==> config.mk <==
export PLATFORM = sky130hd
export DESIGN_NAME = cct_div_step
export DESIGN_NICKNAME = d
export VERILOG_FILES = /design/src/hdl/cct_pkg.sv /design/src/hdl/cct_div_step.sv
export SDC_FILE = /design/constraint.sdc
export NUM_CORES = 1
export LEC_CHECK = 0
export BUFFER_PORTS_ARGS = -buffer_cell sky130_fd_sc_hd__buf_2
export CAP_MARGIN = 20
export CORE_MARGIN = 2
export CORE_UTILIZATION = 47
export CTS_BUF_LIST = sky130_fd_sc_hd__clkbuf_8 sky130_fd_sc_hd__clkbuf_16
export CTS_CLUSTER_SIZE = 24
export DETAILED_ROUTE_END_ITERATION = 8
export GPL_ROUTABILITY_DRIVEN = 0
export PLACE_DENSITY = 0.76
export REMOVE_ABC_BUFFERS = 1
export SYNTH_ARGS = -nofsm -noshare
export SYNTH_HDL_FRONTEND = slang
export SYNTH_SLANG_ARGS = --single-unit
==> constraint.sdc <==
create_clock -name clk -period 0.8 [get_ports clk]
set_input_delay 0.08 -clock clk [delete_from_list [all_inputs] [get_ports clk]]
set_output_delay 0.08 -clock clk [all_outputs]
set_load 0.02 [all_outputs]
==> src/hdl/cct_pkg.sv <==
// Shared widths and pipeline word types for the circle collision time unit.
package cct_pkg;

    // Raw Q16.16 field width and the width of a difference of two fields
    localparam int PW   = 32;
    localparam int DW   = PW + 1;
    // Operand width for the quadratic coefficients and their halves
    localparam int OW   = 68;
    localparam int HALF = OW / 2;
    // Full product width and discriminant width
    localparam int PPW  = 2 * OW;
    localparam int DWID = PPW;
    // Square root result and partial remainder widths
    localparam int SW   = DWID / 2;
    localparam int RMW  = SW + 2;
    // Root numerator, division remainder and quotient widths
    localparam int NW   = SW + 2;
    localparam int QW   = 32;
    localparam int FRAC = 16;
    localparam int RW   = OW + QW - 2;

    // Control that travels with each word
    typedef struct packed {
        logic valid;
        logic live;
    } ctl_t;

    // Coefficients needed after the discriminant
    typedef struct packed {
        logic signed [OW-1:0] h;
        logic        [OW-1:0] a;
    } coef_t;

endpackage

==> src/hdl/cct_div_step.sv <==
// One quotient bit of the restoring division of the scaled root by A.
module cct_div_step
    import cct_pkg::*;
#(
    parameter int unsigned SHIFT = 0
)
(
    input  logic           clk,
    input  logic           rst_n,
    input  logic           en,
    input  ctl_t           ctl_in,
    input  logic [OW-1:0]  a_in,
    input  logic           sat_in,
    input  logic [RW-1:0]  rem_in,
    input  logic [QW-1:0]  q_in,
    output ctl_t           ctl_out,
    output logic [OW-1:0]  a_out,
    output logic           sat_out,
    output logic [RW-1:0]  rem_out,
    output logic [QW-1:0]  q_out
);

    ctl_t          ctl_reg;
    logic [OW-1:0] a_reg;
    logic          sat_reg;
    logic [RW-1:0] rem_reg, rem_next, sub;
    logic [QW-1:0] q_reg, q_next;
    logic          fits;

    // Compare against A shifted to this bit
    always_comb
    begin
        sub      = RW'(a_in) << SHIFT;
        fits     = rem_in >= sub;
        rem_next = fits ? (rem_in - sub) : rem_in;
        q_next   = q_in | (fits ? (QW'(1) << SHIFT) : '0);
    end

    always_ff @(posedge clk or negedge rst_n)
    begin
        if (!rst_n)
        begin
            ctl_reg <= '0;
        end
        else if (en)
        begin
            ctl_reg <= ctl_in;
        end
    end

    always_ff @(posedge clk)
    begin
        if (en)
        begin
            a_reg   <= a_in;
            sat_reg <= sat_in;
            rem_reg <= rem_next;
            q_reg   <= q_next;
        end
    end

    assign ctl_out = ctl_reg;
    assign a_out   = a_reg;
    assign sat_out = sat_reg;
    assign rem_out = rem_reg;
    assign q_out   = q_reg;

endmodule

==> summary.txt, run 1 <==
Logic synthesis
  – Yosys top cell area share: 48.7%
  – Area contributors post-synth: edfxtp_1, ha_1, a21oi_1
  – Async S/R FF share, synth: 0.995%
  – YS warnings: 0
  – Syn_area_per_cell: 10.1 um2
  – #FFs+latches synth: 201
  – Distinct cell type count after synthesis: 73
  – EDFF count, synth: 199
  – Yosys top cell by area: edfxtp_1
  – Cells after Synth: 1,219
  – Register area share after synthesis: 49.1%
  – Post-Synthesis Cell Area: 0.0123 mm2
  – Top_reg_cell synth: edfxtp_1

Clock network
  – H-tree Lvls: 1
  – Max clock buf depth: 3
  – CTS Root Cell: clkbuf_16
  – Clock sinks: 201
  – Num CTS Buffers: 22

Global route
  – Largest net degree at the start of global routing: 53
  – Gr ovfl total: 13
  – Tot GR Track Use: 63.5%

Placement
  – Number of port buffers: 404
  – HPWL after detailed placement: 34.4 mm

Outcome
  – Error Message: [ERROR GRT-0232] Routing congestion too high. Check the congestion heatmap in the GUI.
  – Failed at: global routing (5_1_grt)
  – Status: aborted with a tool error

Die
  – Initial core utilization: 47.5%
  – Die width: 166 um
  – # rows: 59
  – Die height: 166 um
  – Top-Level Pins: 405

Timing
  – GRT worst endpoint: rem_out[74]$_DFFE_PP_/D
  – Worst EP kind: sequential cell input
-- Yosys cell counts, types with 3 or more instances --
cell	instances
xnor2_1	52
or2_2	3
o21ai_0	44
and3_1	11
and2_1	7
o21bai_1	14
a21o_1	26
a31oi_1	7
o211ai_1	6
xor2_1	41
nor2b_1	5
nand2_1	92
a211o_1	5
o21ai_1	4
nor2_1	129
nand4b_1	5
a31o_2	3
a221o_1	4
o31ai_1	7
o2111ai_1	3
ha_1	68
and4_1	5
a211oi_1	5
buf_2	11
nor3_1	28
inv_1	87
nor4_1	10
nand4_1	33
nand3_1	22
edfxtp_1	199
a21oi_1	145
or3_1	12
or4_1	3
or2_1	3
a21boi_0	4
clkbuf_1	39
a221oi_1	5
o21a_1	10
mux2_1	12
nand2b_1	9
-- per-stage QoR --
stage                     cells  utilization, %  area (um2)  setup slack, ns
after floorplan            1168               -       12100            -4.34
after global placement     2313            68.5       17700            -2.71
after detailed placement   2313            68.5       17700            -2.77
after CTS                  2581            86.2       22300            -2.08
-- routing by layer --
layer / global-route usage (%) / GRT overflow
met5: 13.2 / 0
met4: 65.3 / 10
met3: 41.5 / 0
met2: 85.8 / 3
met1: 62.4 / 0
-- timing repair --
| item | CTS |
|---|---|
| buffers inserted | 35 |
| hold endpoints to repair | 182 |
| hold buffers | 181 |
| cloned | 14 |
| gates resized for setup | 376 |
| pin swaps | 41 |
| endpoints found under the setup margin | 300 |
-- logic make-up after synthesis --
group           Yosys count  share of synthesized area (%)
compound gates          313                           15.9
xor+xnor                 93                           6.63
fa+ha+maj                69                           7.09
buf+inv                 138                           4.36
flops                   201                           49.1
mux                      14                           1.28
simple gates            391                           15.6
==> run 2, diff against run 1 <==
Settings changed: CORE_UTILIZATION 47 to 35, CTS_BUF_LIST sky130_fd_sc_hd__clkbuf_8 sky130_fd_sc_hd__clkbuf_16 to not set, CTS_CLUSTER_SIZE 24 to not set, PLACE_DENSITY 0.76 to not set, PLACE_DENSITY_LB_ADDON set to 0.15.
Clock period 0.8 ns to 1.05 ns, I/O delays scaled along.
==> run 2 against run 1 <==
  * The flow now finishes, with violations (negative setup slack)
  * Synthesized area unchanged
  * Synthesized cell count unchanged
==> summary.txt, run 2 <==
Outcome
  – Status: finished, violations left
  – Failing checks: negative setup slack

Timing
  – Max-slew violations: 0
  – Unrepaired setup endpoints after global routing: yes
  – Hold Violations, Final: 0
  – Final-report setup violation count: 300
  – Clock Skews: 0 ns
  – Final min period: 2.85 ns
  – Worst Slack Setup Final: -1.80 ns
  – Worst-margin pin slew: 0.533 ns
  – Tcrit/Tclk final: 271%
  – Worst slew margin: 64.1%
  – F_max: 0.351 GHz

Die
  – Core area: 0.0345 mm2
  – Initial core utilization: 35.5%
  – Die height: 191 um
  – # rows: 68
  – Die area: 0.0366 mm2
  – Die width: 191 um
  – Top-Level Pins: 405

Setup path
  – Worst path max stage delay: 0.49 ns
  – Crit start category: input pin
  – CP Class: in -> reg
  – Critical Path RT: 1.34 ns
  – Most common cell on crit path: buf_6
  – CP max-delay cell: or4b_1
  – CP Capture Type: flip-flop
  – Worst-path fanout max: 6
  – Worst R2R Setup Slack: 0.28 ns
  – WP data arrival: 3.14 ns
  – CP Cell Sequence: buf_6 > ha_4 > fa_2 > and2b_1 > o21ai_2 > a21oi_4 > o2111ai_4 > a211o_1 > a2111oi_4 > nor2_2 > or4b_1 > buf_6 > buf_4 > xnor2_2

Cells and area
  – Layout area overhead: 87.1%
  – Nets: 2,501
  – Design Area, Final: 0.0230 mm2
  – Commonest non-fill, non-tap cell in the layout: buf_4
  – Final Util: 66.5%
  – Commonest non-fill, non-tap cells in the layout: buf_4, buf_2, edfxtp_1, dlygate4sd3_1, buf_6
  – Flip-flop count of the largest register after layout: 98
  – Layout cells sized above 1: 47.1%
  – Fillers: 2,718

Min path
  – HP Class: in -> reg

Logic synthesis
  – Largest family of logic cells by synthesized area: compound AO/OA/AOI/OAI gates
  – Post-Synthesis Cell Area: 0.0123 mm2
  – Post-Synth Adder-Cell Area: 7.09%
  – Area contributors post-synth: edfxtp_1, ha_1, a21oi_1
  – EDFF count, synth: 199
  – Synth Area in XOR/XNOR: 6.63%
  – #FFs+latches synth: 201
  – Async S/R FF share, synth: 0.995%
  – Commonest cells in the netlist: edfxtp_1, a21oi_1, nor2_1
  – Yosys top cell area share: 48.7%
  – Register area share after synthesis: 49.1%
  – Leading cell type by number of instances after synthesis: edfxtp_1
  – Yosys top cell by area: edfxtp_1
  – Syn_area_per_cell: 10.1 um2
  – Simple-gate share of the synthesized area: 15.6%
  – Cells after Synth: 1,219
  – YS warnings: 0
  – Fraction of the mapped netlist area in compound gates: 15.9%
  – Distinct cell type count after synthesis: 73
  – Mux contribution to synthesized area: 1.28%
  – Top_reg_cell synth: edfxtp_1

Power
  – Lkg Pwr: 10.2 nW
  – Max VDD drop: 1240 uV
  – PwrDens: 1220 mW/mm2

Detailed routing
  – Final ANT Viol Nets: 0
  – First-pass detailed-route iteration total: 5
  – DRC viols: 0
  – Vias/cell: 4.94
  – WL final: 48.7 mm
  – DR WL/cell: 18.0 um
  – Via count: 13,400
  – Iteration-0 DRC Markers: 643

Global route
  – Tot GR Track Use: 24.9%
  – First-pass GRT wire length: 71.4 mm
  – Largest net degree at the start of global routing: 43
  – Initial antenna violation count: 7
  – Gr ovfl total: 0
  – Vias in the first global route: 13,700

Flow run
  – Max-Cap Viols: 0

Clock network
  – CTS Root Cell: clkbuf_16
  – Num CTS Buffers: 24
  – Clock sinks: 201
  – CTS tree: yes
  – H-tree Lvls: 1
  – Clk slew on worst S/H paths: 0.06 ns
  – Max clock buf depth: 3
  – Worst skew pair latency: 0.52 ns

Placement
  – Placed cell area: 0.0177 mm2
  – HPWL after detailed placement: 34.2 mm
  – Number of port buffers: 404
-- run 2: worst max-delay path: cells and delay by family --
family / cells / cell delay [ns]
adder cells (fa/ha/maj): 2 / 0.52
buffers and inverters: 3 / 0.41
XOR/XNOR: 1 / 0.11
AND/OR/NAND/NOR: 3 / 0.81
AO/OA/AOI/OAI: 5 / 1.17
-- run 2: cells by family (layout without fill, tap and decap cells) --
group | after synthesis | count (layout)
other cells | 0 | 5
compound gates | 313 | 313
xor+xnor | 93 | 93
simple gates | 391 | 391
mux | 14 | 14
flops | 201 | 201
buf+inv | 138 | 1162
fa+ha+maj | 69 | 69
-- run 2: final cells by class --
cell class,count,area [um2],share of cell area [%]
diodes,5,12.5,0.0545
clock buffers,28,616,2.68
clock inverters,13,98.8,0.430
inverters,87,329,1.43
multi-input cells,880,6660,29.0
flip-flops and latches,201,6030,26.2
well taps,455,569,2.48
repair buffers,1034,8660,37.7
-- run 2: per-stage QoR --
stage	hold WS [ns]	worst slack (ns)	instances	power (mW)	setup TNS, ns
5_1_grt	0.0183	-1.92	2703	29.3	-205.76
6_report	0.0328	-1.80	2703	28.0	-187.63
2_1_floorplan	-0.191	-4.11	1168	14.2	-331.13
3_5_place_dp	-0.105	-2.57	2421	18.2	-233.91
4_1_cts	0.00501	-1.80	2692	27.3	-192.55
3_3_place_gp	-0.111	-2.50	2421	18.1	-230.74
-- run 2: repair_timing --
action / CTS / global route
endpoints found under the hold margin: 202 / 0
resized for setup: 285 / 276
setup endpoints to repair: 300 / 300
pin swaps: 34 / 38
setup buffers: 26 / 13
cloned: 10 / 2
hold buffers: 197 / 0
-- run 2: final timing paths --
check,endpoint,cells past startpoint,startpoint
setup / recovery,rem_out[71]$_DFFE_PP_,14,a_in[0]
hold / removal,rem_out[72]$_DFFE_PP_,3,rem_in[72]
hold reg to reg,ctl_out[0]$_DFFE_PN0P_,1,ctl_out[0]$_DFFE_PN0P_
max in group asynchronous,ctl_out[1]$_DFFE_PN0P_,3,rst_n
min in group asynchronous,ctl_out[0]$_DFFE_PN0P_,3,rst_n
setup reg to reg,ctl_out[1]$_DFFE_PN0P_,1,ctl_out[1]$_DFFE_PN0P_
-- run 2: power breakdown --
part,switching [mW],internal (mW)
Sequential,0.399,9.95
Combinational,4.89,5.15
Clock,3.25,4.41
-- run 2: per-layer routing --
metal / GRT usage [%] / routed length [um]
met5: 0 / 21
met4: 8.99 / 1760
met3: 3.45 / 2480
met2: 44.7 / 24900
met1: 30.3 / 19600
No activity file was read; power rests on OpenSTA's default activity.
==> run 3, diff against run 2 <==
Settings changed: GPL_TIMING_DRIVEN set to 0.
Clock period 1.05 ns to 3 ns, I/O delays scaled along.
==> run 3 against run 2 <==
  * The flow still finishes with violations (negative setup slack)
  * Power shrank 68%
  * Die area unchanged
  * Wire length fell by 13%
  * Register-to-register slack better by 2.0 ns
  * Critical path depth grew 2
  * Via count shrank 15%
  * Critical endpoint is now rem_out[80]$_DFFE_PP_
  * Largest cell class is now multi-input combinational cells
==> summary.txt, run 3 (synthesis gave the netlist of run 2 again) <==
Die
  – Top-Level Pins: 405
  – Die height: 191 um
  – Die width: 191 um
  – Initial core utilization: 35.5%
  – # rows: 68
  – Core area: 0.0345 mm2
  – Die area: 0.0366 mm2

Setup path
  – CP Capture Type: flip-flop
  – CP Class: in -> reg
  – WP data arrival: 3.47 ns
  – Crit start category: input pin
  – Worst path max stage delay: 0.40 ns
  – CP max-delay cell: a211o_1
  – Most common cell on crit path: a211o_1
  – Critical Path RT: 3.29 ns
  – Critical path buffer and inverter count: 4
  – CP Cell Sequence: buf_8 > inv_4 > ha_4 > fa_2 > and2b_2 > o21ai_4 > a21oi_4 > o2111ai_4 > a211o_1 > a2111oi_4 > nor2_4 > buf_4 > buf_6 > a211o_4 > a211o_1 > xnor2_1
  – Worst-path fanout max: 5
  – Cell family with most CP delay: compound AO/OA/AOI/OAI gates

Timing
  – Unrepaired setup endpoints after global routing: yes
  – Hold Violations, Final: 0
  – F_max: 0.315 GHz
  – Max-slew violations: 0
  – Final-report setup violation count: 26
  – Clock Skews: 0 ns
  – Worst-margin pin slew: 0.695 ns
  – Final min period: 3.18 ns
  – Hold Slack: 0.0316 ns
  – Tcrit/Tclk final: 106%
  – Worst slew margin: 53.7%
  – Worst Slack Setup Final: -0.179 ns

Detailed routing
  – Via count: 11,400
  – Final ANT Viol Nets: 0
  – DRC viols: 0
  – Vias/cell: 5.10
  – WL final: 42.3 mm
  – Iteration-0 DRC Markers: 651
  – DR WL/cell: 19.0 um
  – First-pass detailed-route iteration total: 4

Placement
  – Number of port buffers: 404
  – Post-place setup slack: -1.69 ns
  – HPWL after detailed placement: 30.1 mm

Power
  – Lkg Pwr: 7.61 nW
  – Max VDD drop: 420 uV
  – Total power: 8.84 mW
  – PwrDens: 500 mW/mm2

Cells and area
  – Commonest non-fill, non-tap cell in the layout: buf_2
  – Layout cells sized above 1: 33.3%
  – Flip-flop count of the largest register after layout: 98
  – Final Util: 51.2%
  – Commonest non-fill, non-tap cells in the layout: buf_2, edfxtp_1, a21oi_1, nor2_1, dlygate4sd3_1
  – Nets: 2,027
  – Layout area overhead: 44.0%

Clock network
  – CTS tree: yes
  – Clk slew on worst S/H paths: 0.05 ns
  – Clock sinks: 201
  – Worst skew pair latency: 0.53 ns
  – Num CTS Buffers: 25
  – Max clock buf depth: 3
  – CTS Root Cell: clkbuf_16
  – H-tree Lvls: 1

Global route
  – Tot GR Track Use: 21.7%
  – First-pass GRT wire length: 61.5 mm
  – Gr ovfl total: 0
  – Vias in the first global route: 11,100
  – Largest net degree at the start of global routing: 121
  – Initial antenna violation count: 5

Outcome
  – Status: finished, violations left
  – Failing checks: negative setup slack

Min path
  – HP Class: in -> reg

Flow run
  – Max-Cap Viols: 0
[run 3: metal layers]
| metal | GRT usage, % | wire, um | part of all wire, % | up-vias |
|---|---|---|---|---|
| li1 | - | - | - | 5550 |
| met1 | 27.3 | 17500 | 41 | 5387 |
| met2 | 38.0 | 21100 | 50 | 378 |
| met3 | 3.60 | 2750 | 6.5 | 58 |
| met4 | 6.92 | 1040 | 2.4 | 2 |
| met5 | 0 | 7 | 0.017 | - |
[run 3: final timing paths]
kind | startpoint | endpoint | slack (ns) | cells past startpoint
setup reg to reg | ctl_out[0]$_DFFE_PN0P_ | ctl_out[0]$_DFFE_PN0P_ | 2.25 | 1
hold reg to reg | ctl_out[1]$_DFFE_PN0P_ | ctl_out[1]$_DFFE_PN0P_ | 0.51 | 1
min in group asynchronous | rst_n | ctl_out[0]$_DFFE_PN0P_ | 0.11 | 2
hold / removal | a_in[1] | a_out[1]$_DFFE_PP_ | 0.03 | 1
setup / recovery | rem_in[0] | rem_out[80]$_DFFE_PP_ | -0.18 | 16
max in group asynchronous | rst_n | ctl_out[1]$_DFFE_PN0P_ | 2.79 | 2
[run 3: repair_timing]
action | 4_1_cts | 5_1_grt
setup buffers | 29 | 15
hold buffers | 103 | 0
endpoints found under the hold margin | 104 | 0
gates resized for setup | 64 | 74
endpoints found under the setup margin | 98 | 98
cloned | 5 | 3
pin swaps | 24 | 33
[run 3: power by group]
group | leakage, nW | internal (mW) | total, mW | switching, mW
registers | 1.97 | 3.47 | 3.54 | 0.0704
logic | 5.27 | 0.961 | 2.44 | 1.48
clock network | 0.372 | 1.69 | 2.86 | 1.16
[run 3: through the flow]
step,instance area [um2],TNS (ns),std cells
floorplan,12100,-158.27,1168
detailed placement,14700,-129.85,2029
CTS,17200,-10.28,2210
global route,17700,-5.11,2230
global placement,14700,-577.68,2027
finish,17700,-1.86,2230
[run 3: final cells by class]
cell class	instances	area [um2]
Fill cell	3271	16900
Multi-Input combinational cell	883	6300
Sequential cell	201	6030
Timing Repair Buffer	556	3680
Clock buffer	31	648
Tap cell	455	569
Inverter	87	329
Clock inverter	13	115
Antenna cell	4	10.0
