### config.mk
export PLATFORM = sky130hd
export DESIGN_NAME = cct_sqrt_step
export DESIGN_NICKNAME = d
export VERILOG_FILES = /design/src/hdl/cct_pkg.sv /design/src/hdl/cct_sqrt_step.sv
export SDC_FILE = /design/constraint.sdc
export NUM_CORES = 1
export LEC_CHECK = 0
export BUFFER_PORTS_ARGS = -buffer_cell sky130_fd_sc_hd__buf_4
export CORE_AREA = 2 2 321 323
export CTS_CLUSTER_DIAMETER = 60
export DETAILED_ROUTE_END_ITERATION = 16
export DIE_AREA = 0 0 323 325
export PLACE_DENSITY = 0.38
export REMOVE_ABC_BUFFERS = 1
export SLEW_MARGIN = 20
export SYNTH_ARGS = -nofsm -noshare
export SYNTH_HDL_FRONTEND = slang
export SYNTH_SLANG_ARGS = --single-unit
### constraint.sdc
create_clock -name clk -period 1.57 [get_ports clk]
set_input_delay 0 -clock clk [delete_from_list [all_inputs] [get_ports clk]]
set_output_delay 0 -clock clk [all_outputs]
set_load 0.02 [all_outputs]
### src/hdl/cct_pkg.sv
// Shared widths and pipeline word types for the circle collision time unit.
package cct_pkg;

    // Raw Q16.16 field width and the width of a difference of two fields
    localparam int PW   = 32;
    localparam int DW   = PW + 1;
    // Operand width for the quadratic coefficients and their halves
    localparam int OW   = 68;
    localparam int HALF = OW / 2;
    // Full product width and discriminant width
    localparam int PPW  = 2 * OW;
    localparam int DWID = PPW;
    // Square root result and partial remainder widths
    localparam int SW   = DWID / 2;
    localparam int RMW  = SW + 2;
    // Root numerator, division remainder and quotient widths
    localparam int NW   = SW + 2;
    localparam int QW   = 32;
    localparam int FRAC = 16;
    localparam int RW   = OW + QW - 2;

    // Control that travels with each word
    typedef struct packed {
        logic valid;
        logic live;
    } ctl_t;

    // Coefficients needed after the discriminant
    typedef struct packed {
        logic signed [OW-1:0] h;
        logic        [OW-1:0] a;
    } coef_t;

endpackage

### src/hdl/cct_sqrt_step.sv
// One digit stage of the integer square root: two radicand bits in, one root bit out.
module cct_sqrt_step
    import cct_pkg::*;
(
    input  logic            clk,
    input  logic            rst_n,
    input  logic            en,
    input  ctl_t            ctl_in,
    input  coef_t           coef_in,
    input  logic [SW-1:0]   root_in,
    input  logic [RMW-1:0]  rem_in,
    input  logic [DWID-1:0] rad_in,
    output ctl_t            ctl_out,
    output coef_t           coef_out,
    output logic [SW-1:0]   root_out,
    output logic [RMW-1:0]  rem_out,
    output logic [DWID-1:0] rad_out
);

    ctl_t            ctl_reg;
    coef_t           coef_reg;
    logic [SW-1:0]   root_reg, root_next;
    logic [RMW-1:0]  rem_reg, rem_next, rem_sh, trial;
    logic [DWID-1:0] rad_reg, rad_next;
    logic            fits;

    // Trial subtract of 4*root + 1
    always_comb
    begin
        rem_sh    = {rem_in[RMW-3:0], rad_in[DWID-1 -: 2]};
        trial     = {root_in, 2'b01};
        fits      = rem_sh >= trial;
        rem_next  = fits ? (rem_sh - trial) : rem_sh;
        root_next = {root_in[SW-2:0], fits};
        rad_next  = {rad_in[DWID-3:0], 2'b00};
    end

    always_ff @(posedge clk or negedge rst_n)
    begin
        if (!rst_n)
        begin
            ctl_reg <= '0;
        end
        else if (en)
        begin
            ctl_reg <= ctl_in;
        end
    end

    always_ff @(posedge clk)
    begin
        if (en)
        begin
            coef_reg <= coef_in;
            root_reg <= root_next;
            rem_reg  <= rem_next;
            rad_reg  <= rad_next;
        end
    end

    assign ctl_out  = ctl_reg;
    assign coef_out = coef_reg;
    assign root_out = root_reg;
    assign rem_out  = rem_reg;
    assign rad_out  = rad_reg;

endmodule

==> run metrics, run 1 <==
initial antenna violation count=18; Residual DRC=0; Post-Syn Instances=1241; commonest cells in the netlist=edfxtp_1 (408), nand2_1 (122), o21ai_0 (93); maxcap violations=0; part of the power in the clock network=35.9%; largest net degree at the start of global routing=69; clock buffer depth=3; unrepaired setup endpoints after global routing=true; #FFs+latches synth=410; antenna-violating nets left=0; Critical Path RT=1990 ps; type of origin of the critical path=input pin; Post-Layout Inst Area=36900 µm²; status=complete, but fails checks; hold slack=-485 ps; Final min period=2320 ps; async set or reset register ratio after synthesis=0.488%; Clock Sinks=410; htree depth=2; leading area contributor after synthesis=edfxtp_1; first-pass GRT wire length=126000 µm; final hold vios=17; Final Cycle Share=148%; final WL=91500 µm; # fillers=10100; Max Slew Vio Count=0; Die Ht=325 µm; area share of the largest cell type after synthesis=70.3%; Critical R2R Launch=ctl_out[0]; Root Buffer=clkbuf_16; number of cells on the worst hold path=1; multi-input logic area=5730 µm²; sequential power share=36.7%; FF-to-FF End=ctl_out[0]; Inserted Clock Buffers=60; Layout Skew=0 ps; Layout Utilization=36.4%; Worst-Skew Late Latency=660 ps; placed cell area=27700 µm²; Post-synth EDFFs=408; Vias=17300; all-layer global routing usage=16.3%; most frequent cell after synthesis=edfxtp_1; boundary pin count=827; switching share of power=29.4%; Most used DFF post-synth=edfxtp_1; gr ovfl total=0; Yosys Warn Count=0; CP Launch Point=rem_in[0]; Switch Pwr=10.9 mW; Area Overhead vs Synth=112%; hold_sp=root_in[14]; routability congestion estimate=0.828; wire per inst=20.8 µm; Hold WC Path Type=input pin to flip-flop; slew margin rel.=66.6%; Worst-path clk slew=60 ps; r2r worst-path depth=2; DPL Wire Length=68900 µm; nature of the critical path endpoint=flip-flop; vias in the first global route=18800; register area=12300 µm²; Comb power frac=27.3%; fmax=431 MHz; FP Rows=117; Tightest Pin Transition=498 ps; Seq/Total Area, Yosys=70.6%; crit-path max FO=9; Worst R2R Setup Slack=260 ps; initial core utilization=17.2%; Via density=3.93; Place WS=-1800 ps; synthesized area=17400 µm²; power per cell area=1000 nW/µm²; worst vdd ir=732 µV; failing checks=hold timing, setup timing; # port buffers=822; largest cells by area after synthesis=edfxtp_1 (70%), ha_1 (5.0%), o21ai_0 (2.7%); Iter 0 DRT Violations=621; area of the core=101000 µm²; Die Area=105000 µm²; CP arrival=2740 ps; TritonCTS clock tree=built; Yosys cell types=65; Leakage Power=15.8 nW; P_int=26.1 mW; syn avg cell area=14.0 µm²; nets=3463; worst setup margin=-752 ps; fraction of layout cells with a size suffix above 1=49.6%; worst hold endpoint=root_out[15]; Finish-stage setup viols=71; TritonRoute pass-1 iters=7; WS Path Type=input pin to flip-flop; die width=323 µm
metal layers:
metal | track usage (%) | share of wire (%)
met4 | 5.05 | 2.7
met1 | 17.0 | 36
met5 | 0 | 0.045
met3 | 4.10 | 6.7
met2 | 31.4 | 54
layout make-up:
class | instances | share of cell area [%]
Antenna cell | 5 | 0.0339
Clock buffer | 68 | 4.15
Clock inverter | 41 | 1.16
Inverter | 90 | 0.990
Multi-Input combinational cell | 698 | 15.5
Sequential cell | 410 | 33.3
Tap cell | 1368 | 4.64
Timing Repair Buffer | 1718 | 40.2
through the flow:
stage	cells	TNS [ps]	hold slack [ps]	total power, mW
after floorplan	1198	-141810	-296	16.8
after global placement	3710	-113590	-194	21.6
after detailed placement	3710	-118400	-195	21.6
after CTS	4355	-45500	-561	36.8
after global routing	4396	-53860	-549	38.5
final	4398	-46610	-485	37.0
how the worst max path moves through the flow:
stage,end,slack (ps),cells after the start
after floorplan,rem_out[10],-2280,13
after global placement,rem_out[46],-1730,16
after detailed placement,rem_out[32],-1800,15
after CTS,rem_out[59],-710,18
after global routing,rem_out[59],-870,18
final,rem_out[62],-750,15
cells by family (layout without fill, tap and decap cells):
group                      after synthesis  in the layout  share of synthesized area [%]
xor gates and xnor gates                66             66                           3.32
buffers and inverters                  134           1917                           3.10
adders and majority gates               70             70                           5.03
and+or+nand+nor                        249            249                           6.58
other                                    1              7                         0.0215
muxes                                    8              8                          0.503
DFF                                    410            410                           70.6
AOI/OAI and AO/OA                      303            303                           10.8
worst max-delay path, cell delays in order:
cell and delay [ps]:
buf_6 100, ha_4 240, nor2b_4 130, o211ai_1 200, nand3b_1 170, a21oi_4 270
a21oi_4 100, o211ai_1 300, a211oi_2 140, o211a_1 250, nor2_4 170, buf_12 210
clkinv_8 100, buf_8 130, a31o_4 230
timing repair:
action / 4_1_cts / 5_1_grt
hold endpoints to repair: 616 / 27
pin swaps: 73 / 59
cloned: 4 / 12
hold buffers: 510 / 12
gates resized for setup: 171 / 197
buffers inserted: 31 / 16
setup endpoints to repair: 71 / 71
power by group through the flow:
stage | clock (mW) | sequential, mW | combinational [mW]
3_3_place_gp | 0 | 13.8 | 7.79
5_1_grt | 14.1 | 13.7 | 10.7
4_1_cts | 13.7 | 13.6 | 9.44
2_1_floorplan | 0 | 15.0 | 1.76
6_report | 13.3 | 13.6 | 10.1
3_5_place_dp | 0 | 13.8 | 7.78
registers in the layout (all words and copies together), names as in the netlist:
register and count:
rad_out 134, coef_out 136, rem_out 70, root_out 68, ctl_out 2
cells in the final DEF, fill, tap and decap left out, drive strengths merged, types with 4 or more instances in the layout:
cell         Yosys  final
buf             16   1189
dlygate4sd3      0    522
edfxtp         408    408
nand2          122    122
o21ai          107    107
inv             90     98
a21oi           84     84
clkbuf          28     75
ha              70     70
nor2            46     46
a21o            39     39
xnor2           39     39
nand4           28     28
xor2            27     27
clkinv           0     22
nand3           12     12
o21bai          11     11
a31oi           10     10
a211oi           8      8
o31ai            8      8
o21a             7      7
clkinvlp         0      7
nor2b            7      7
o211ai           6      6
nor3             6      6
mux2             6      6
diode            0      5
nand2b           5      5
nor4             5      5
bufinv           0      4
or2              4      4
a221oi           4      4
a21boi           4      4
Power figures use the tool's default switching activity.
==> inputs of run 2 (changes only) <==
Settings changed: CELL_PAD_IN_SITES_DETAIL_PLACEMENT set to 1, CELL_PAD_IN_SITES_GLOBAL_PLACEMENT set to 1, CORE_AREA 2 2 321 323 to 2 2 323 325, CTS_CLUSTER_DIAMETER 60 to unset, DIE_AREA 0 0 323 325 to 0 0 325 327, PLACE_DENSITY 0.38 to 0.45, REMOVE_ABC_BUFFERS 1 to unset.
==> run 2 against run 1 <==
The run still ends with hold timing, setup timing left. Clock power decreased by 11%. Sequential share of layout area increased by 0.77 points. Flip-flop and latch count unchanged. Sequential power about the same. Routed wire length increased by 2.9%. Clock skew unchanged. Via count decreased by 2.5%. Highest routed layer unchanged.
==> run metrics, run 2 (synthesized netlist as in run 1, its figures left out) <==
status=complete, but fails checks (unchanged); failing checks=hold timing, setup timing (unchanged); FP Rows=118 (was 117); Iter 0 DRT Violations=684 (was 621); type of origin of the critical path=input pin (unchanged); power per cell area=990 nW/µm² (was 1000 nW/µm²); gr busiest metal=met2 (unchanged); all-layer global routing usage=17.2% (was 16.3%); max reg flops=136 (unchanged); peak per-stage delay on the critical path=310 ps (was 300 ps); Worst-path clk slew=70 ps (was 60 ps); most common cell after layout, fill and taps aside=buf_4 (unchanged); Clock Sinks=410 (unchanged); Final min period=2430 ps (was 2320 ps); Die Area=106000 µm² (was 105000 µm²); Die Ht=327 µm (was 325 µm); placed cells=3726 (was 3710); Place WS=-1760 ps (was -1800 ps); initial core utilization=16.9% (was 17.2%); fmax=411 MHz (was 431 MHz); most frequent cells in the layout=buf_4 (1124), dlygate4sd3_1 (416), edfxtp_1 (408) (was buf_4 (1130), dlygate4sd3_1 (522), edfxtp_1 (408)); part of the power in the clock network=33.2% (was 35.9%); TritonCTS clock tree=built (unchanged); Tightest Pin Transition=488 ps (was 498 ps); Via density=3.93 (about the same); Critical Path RT=1950 ps (was 1990 ps); Buf/Inv on CP=5 (was 4); Vias=16900 (was 17300); Comb power frac=28.9% (was 27.3%); final hold vios=2 (was 17); fraction of layout cells with a size suffix above 1=52.1% (was 49.6%); crit-path max FO=7 (was 9); switching share of power=29.6% (was 29.4%); Worst-Skew Late Latency=600 ps (was 660 ps); CP delay by family, top=simple AND/OR/NAND/NOR gates (was compound AO/OA/AOI/OAI gates); met3 usage=5.01% (was 4.10%); slowest CP cell=or2_4 (was o211ai_1); DPL Wire Length=69700 µm (was 68900 µm); worst setup margin=-864 ps (was -752 ps); die width=325 µm (was 323 µm); routability congestion estimate=0.861 (was 0.828); CP cell instances=buf_8 -> inv_8 -> ha_4 -> nand4_1 -> or2_4 -> nor4_4 -> nand2_2 -> a21oi_4 -> o211ai_1 -> a211oi_4 -> o211a_1 -> nor2_4 -> buf_12 -> buf_12 -> inv_12 -> mux2_4 (was buf_6 -> ha_4 -> nor2b_4 -> o211ai_1 -> nand3b_1 -> a21oi_4 -> a21oi_4 -> o211ai_1 -> a211oi_2 -> o211a_1 -> nor2_4 -> buf_12 -> clkinv_8 -> buf_8 -> a31o_4); grt met2 use=32.9% (was 31.4%); antenna-violating nets left=0 (unchanged); gr ovfl total=0 (unchanged); Hold WC Path Type=input pin to flip-flop (unchanged); Max Slew Vio Count=0 (unchanged); nets=3354 (was 3463); final WL=94100 µm (was 91500 µm); area of the core=103000 µm² (was 101000 µm²); Layout Skew=0 ps (unchanged); maxcap violations=0 (unchanged); clock buffer depth=3 (unchanged); worst vdd ir=697 µV (was 732 µV); boundary pin count=827 (unchanged); Finish-stage setup viols=71 (unchanged); WS Path Type=input pin to flip-flop (unchanged); nature of the critical path endpoint=flip-flop (unchanged); Area Overhead vs Synth=107% (was 112%); Non-Filler Instances=4294 (was 4398); met1 Use GR=18.0% (was 17.0%); CP arrival=2810 ps (was 2740 ps); Leakage Power=15.5 nW (was 15.8 nW); initial antenna violation count=16 (was 18); vias in the first global route=18900 (was 18800); # port buffers=822 (unchanged); Inserted Clock Buffers=52 (was 60); hold slack=-343 ps (was -485 ps); Crit path top cell by count=buf_12; Final Cycle Share=155% (was 148%); Residual DRC=0 (unchanged); first-pass GRT wire length=135000 µm (was 126000 µm); Switch Pwr=10.6 mW (was 10.9 mW); P_int=25.1 mW (was 26.1 mW); wire per inst=21.9 µm (was 20.8 µm); unrepaired setup endpoints after global routing=true (unchanged); largest net degree at the start of global routing=61 (was 69); TritonRoute pass-1 iters=4 (was 7); slew margin rel.=67.1% (was 66.6%); htree depth=2 (unchanged); sequential power share=37.9% (was 36.7%); Root Buffer=clkbuf_16 (unchanged)
-- run 2: final cells by class --
| type | instances | area [µm²] |
|---|---|---|
| Timing Repair Buffer | 1617 | 14000 |
| Clock inverter | 28 | 265 |
| Antenna cell | 9 | 22.5 |
| Tap cell | 1380 | 1730 |
| Multi-Input combinational cell | 698 | 6040 |
| Sequential cell | 410 | 12300 |
| Clock buffer | 62 | 1360 |
| Fill cell | 11200 | 66800 |
| Inverter | 90 | 388 |
-- run 2: tightest hold or removal path, stage by stage --
cell and delay [ps]:
buf_4 110, nand2_4 50, o21ai_2 40
-- run 2: path summary, 6_finish.rpt --
kind,endpoint,slack (ps),start,depth (start not counted)
min in group asynchronous,ctl_out[0],320,rst_n,3
max,rem_out[17],-860,root_in[24],16
min,rem_out[39],-340,rem_in[37],3
max in group asynchronous,ctl_out[1],1100,rst_n,3
max reg2reg,ctl_out[1],820,ctl_out[1],1
min reg2reg,ctl_out[0],520,ctl_out[0],1
-- run 2: timing repair --
item                                   CTS  global route
hold buffers                           402            14
pin swaps                              116            46
resized for setup                      309            93
setup buffers                           40             5
setup endpoints to repair               71            71
endpoints found under the hold margin  535            14
gates cloned                            16             0
-- run 2: metal layers --
metal  up-vias  share of wire, %
met5         -              0.11
met1      8289                36
met4        16               3.2
met3       134               6.6
li1       7885                 -
met2       557                54
-- run 2: power by group through the flow --
stage	combinational [mW]	sequential [mW]	clock [mW]
after global routing	11.0	13.7	12.7
after floorplan	1.99	15.0	0
after CTS	10.3	13.6	12.3
after global placement	7.99	13.8	0
after detailed placement	8.03	13.8	0
final	10.3	13.6	11.9
-- run 2: stage by stage --
step           setup TNS, ps  area, µm²  total power, mW  utilization (%)
6_report              -52380      36100             35.7             35.1
3_3_place_gp         -107860      28000             21.7             27.3
4_1_cts               -51600      35600             36.1             34.6
5_1_grt               -58020      36100             37.3             35.0
3_5_place_dp         -108410      28000             21.8             27.3
2_1_floorplan         -65710      17800             17.0                -
==> inputs of run 3 (changes only) <==
Settings changed: CORE_AREA 2 2 323 325 to 2 2 319 321, CTS_BUF_LIST set to sky130_fd_sc_hd__clkbuf_2, DIE_AREA 0 0 325 327 to 0 0 321 323, PLACE_DENSITY 0.45 to 0.46.
==> run 3 against run 2 <==
The flow now stops in 4_1_cts. Area after synthesis is the same. Synthesized cell count is the same.
==> run metrics, run 3 <==
commonest cells in the netlist=edfxtp_1 (408), nand2_1 (122), o21ai_0 (93) (unchanged); most frequent cell after synthesis=edfxtp_1 (unchanged); leading area contributor after synthesis=edfxtp_1 (unchanged); Seq/Total Area, Yosys=70.6% (unchanged); hold buffer count at CTS=774 (was 402); Fail Step=4_1_cts; Root Buffer=clkbuf_2 (was clkbuf_16); Error=[ERROR RSZ-0060] Max buffer count reached.; Place WS=-1700 ps (was -1760 ps); Post-Syn Instances=1241 (unchanged); Post-CTS Setup Bufs=14 (was 40); Inserted Clock Buffers=119 (was 52); post-cts resize count=457 (was 309); Yosys Warn Count=0 (unchanged); Die Ht=323 µm (was 327 µm); largest cells by area after synthesis=edfxtp_1 (70%), ha_1 (5.0%), o21ai_0 (2.7%) (unchanged); synthesized area=17400 µm² (unchanged); status=stopped before the end (was complete, but fails checks); initial core utilization=17.3% (was 16.9%); Post-synth EDFFs=408 (unchanged); Yosys cell types=65 (unchanged); routability congestion estimate=0.827 (was 0.861); Clock Sinks=410 (unchanged); DPL Wire Length=66800 µm (was 69700 µm); Most used DFF post-synth=edfxtp_1 (unchanged); die width=321 µm (was 325 µm); boundary pin count=827 (unchanged); FP Rows=117 (was 118); htree depth=3 (was 2); clock buffer depth=3 (unchanged); placed cells=3637 (was 3726); # port buffers=822 (unchanged); syn avg cell area=14.0 µm² (unchanged); area share of the largest cell type after synthesis=70.3% (unchanged); async set or reset register ratio after synthesis=0.488% (unchanged); #FFs+latches synth=410 (unchanged)
## run 3: stage by stage
step | instance area, µm² | TNS [ps] | util [%]
after floorplan | 17800 | -65710 | -
after global placement | 27800 | -112550 | 27.6
after detailed placement | 27800 | -112690 | 27.6
## run 3: cell families after synthesis
family	after synthesis	share of synthesized area [%]
AOI/OAI and AO/OA	303	10.8
xor gates and xnor gates	66	3.32
adders and majority gates	70	5.03
buffers and inverters	134	3.10
DFF	410	70.6
muxes	8	0.503
other	1	0.0215
and+or+nand+nor	249	6.58
==> inputs of run 4 (changes only) <==
Settings changed: CELL_PAD_IN_SITES_DETAIL_PLACEMENT 1 to unset, CELL_PAD_IN_SITES_GLOBAL_PLACEMENT 1 to unset, CTS_BUF_LIST sky130_fd_sc_hd__clkbuf_2 to unset, PLACE_DENSITY 0.46 to unset, PLACE_DENSITY_LB_ADDON set to 0.15.
==> run 4 against run 3 <==
The flow now finishes, with violations (hold timing, setup timing).
==> run metrics, run 4 (synthesized netlist as in run 1, its figures left out) <==
status=complete, but fails checks (was stopped before the end); failing checks=hold timing, setup timing; Clock Sinks=410 (unchanged); fraction of layout cells with a size suffix above 1=49.1%; first-pass GRT wire length=122000 µm; all-layer global routing usage=16.1%; vias in the first global route=17700; clock buffer depth=3 (unchanged); routability congestion estimate=0.827 (about the same); Area Overhead vs Synth=102%; gr ovfl total=0; DPL Wire Length=67900 µm (was 66800 µm); WS Path Type=input pin to flip-flop; Die Area=104000 µm²; peak per-stage delay on the critical path=250 ps; Critical Path RT=1930 ps; type of origin of the critical path=input pin; worst hold endpoint=rem_out[9]; Layout Utilization=34.9%; nets=3334; area of the core=101000 µm²; hold slack=-345 ps; antenna-violating nets left=0; worst vdd ir=722 µV; r2r worst-path depth=2; Worst-Skew Late Latency=620 ps; Vias=16500; final WL=87200 µm; hold_sp=rem_in[7]; CP Launch Point=root_in[0]; Root Buffer=clkbuf_16 (was clkbuf_2); largest net degree at the start of global routing=97; max reg flops=136; FP Rows=117 (unchanged); placed cell area=27900 µm² (was 27800 µm²); most frequent cells in the layout=buf_4 (1118), dlygate4sd3_1 (419), edfxtp_1 (408); crit-path max FO=8; boundary pin count=827 (unchanged); fmax=419 MHz; nature of the critical path endpoint=flip-flop; Power, Total=35.3 mW; Final Cycle Share=152%; final hold vios=2; TritonCTS clock tree=built; slew margin rel.=64.0%; Worst R2R Setup Slack=260 ps; Residual DRC=0; Hold WC Path Type=input pin to flip-flop; FF-to-FF End=ctl_out[1]; Via density=3.93; Final min period=2390 ps; Leakage Power=15.1 nW; worst setup margin=-816 ps; Finish-stage setup viols=71; # fillers=10100; Critical R2R Launch=ctl_out[1]; htree depth=2 (was 3); initial antenna violation count=16; Inserted Clock Buffers=53 (was 119); maxcap violations=0; Tightest Pin Transition=540 ps; Layout Skew=0 ps; slowest CP cell=o211a_1; TritonRoute pass-1 iters=5; most common cell after layout, fill and taps aside=buf_4; Iter 0 DRT Violations=581; # port buffers=822 (unchanged); initial core utilization=17.3% (unchanged); Max Slew Vio Count=0; die width=321 µm (unchanged); Worst-path clk slew=50 ps; number of cells on the worst hold path=3; CP cell instances=buf_12 -> inv_12 -> ha_4 -> buf_6 -> nor2b_4 -> o211ai_1 -> nand3b_1 -> a21oi_4 -> buf_6 -> a21oi_4 -> o211ai_1 -> buf_4 -> a211oi_4 -> o211a_1 -> nor2_4 -> buf_6 -> buf_12 -> buf_12 -> o21ai_2; unrepaired setup endpoints after global routing=true; Die Ht=323 µm (unchanged); CP arrival=2750 ps; power per cell area=1010 nW/µm²; Post-Layout Inst Area=35100 µm²; wire per inst=20.8 µm
==> run 4: repair_timing <==
action,4_1_cts,5_1_grt
resized for setup,177,70
setup buffers,37,7
cloned,13,1
hold endpoints to repair,496,17
setup endpoints to repair,71,71
pin swaps,57,62
hold buffers,403,16
==> run 4: area by class of cell <==
| cell class | instances | area (µm²) | area share, % |
|---|---|---|---|
| Antenna cell | 2 | 5.00 | 0.0143 |
| Clock buffer | 65 | 1370 | 3.90 |
| Clock inverter | 31 | 315 | 0.898 |
| Inverter | 90 | 378 | 1.08 |
| Multi-Input combinational cell | 698 | 5490 | 15.6 |
| Sequential cell | 410 | 12300 | 35.0 |
| Tap cell | 1309 | 1640 | 4.66 |
| Timing Repair Buffer | 1596 | 13600 | 38.8 |
==> run 4: stage by stage <==
stage	TNS [ps]	hold slack [ps]	std cells	setup slack, ps
2_1_floorplan	-65710	-296	1242	-961
3_3_place_gp	-112160	-202	3641	-1650
3_5_place_dp	-113910	-200	3641	-1710
4_1_cts	-56210	-504	4187	-898
5_1_grt	-60030	-371	4201	-898
6_report	-53090	-345	4201	-816
==> run 4: worst max path at each step <==
stage / endpoint / slack (ps) / cells after the start
finish: rem_out[47] / -820 / 19
global route: rem_out[44] / -900 / 19
CTS: rem_out[69] / -900 / 15
global placement: rem_out[69] / -1650 / 14
detailed placement: rem_out[69] / -1710 / 14
floorplan: rem_out[10] / -960 / 14
==> run 4: power by group <==
| part | internal (mW) | switching (mW) |
|---|---|---|
| clock | 7.04 | 5.04 |
| sequential | 13.2 | 0.312 |
| combinational | 4.85 | 4.88 |
| total | 25.1 | 10.2 |
==> run 4: critical path: cells and delay by family <==
family,cells,cell delay [ps]
fa+ha+maj,1,190
buf+inv,8,1010
simple gates,3,450
compound gates,7,1060
==> run 4: per-layer routing <==
metal | track usage, % | vias to the layer above | share of wire [%]
li1 | - | 7853 | -
met1 | 16.7 | 7947 | 36
met2 | 30.4 | 557 | 53
met3 | 5.11 | 123 | 7.5
met4 | 5.50 | 16 | 3.2
met5 | 0 | - | 0.12
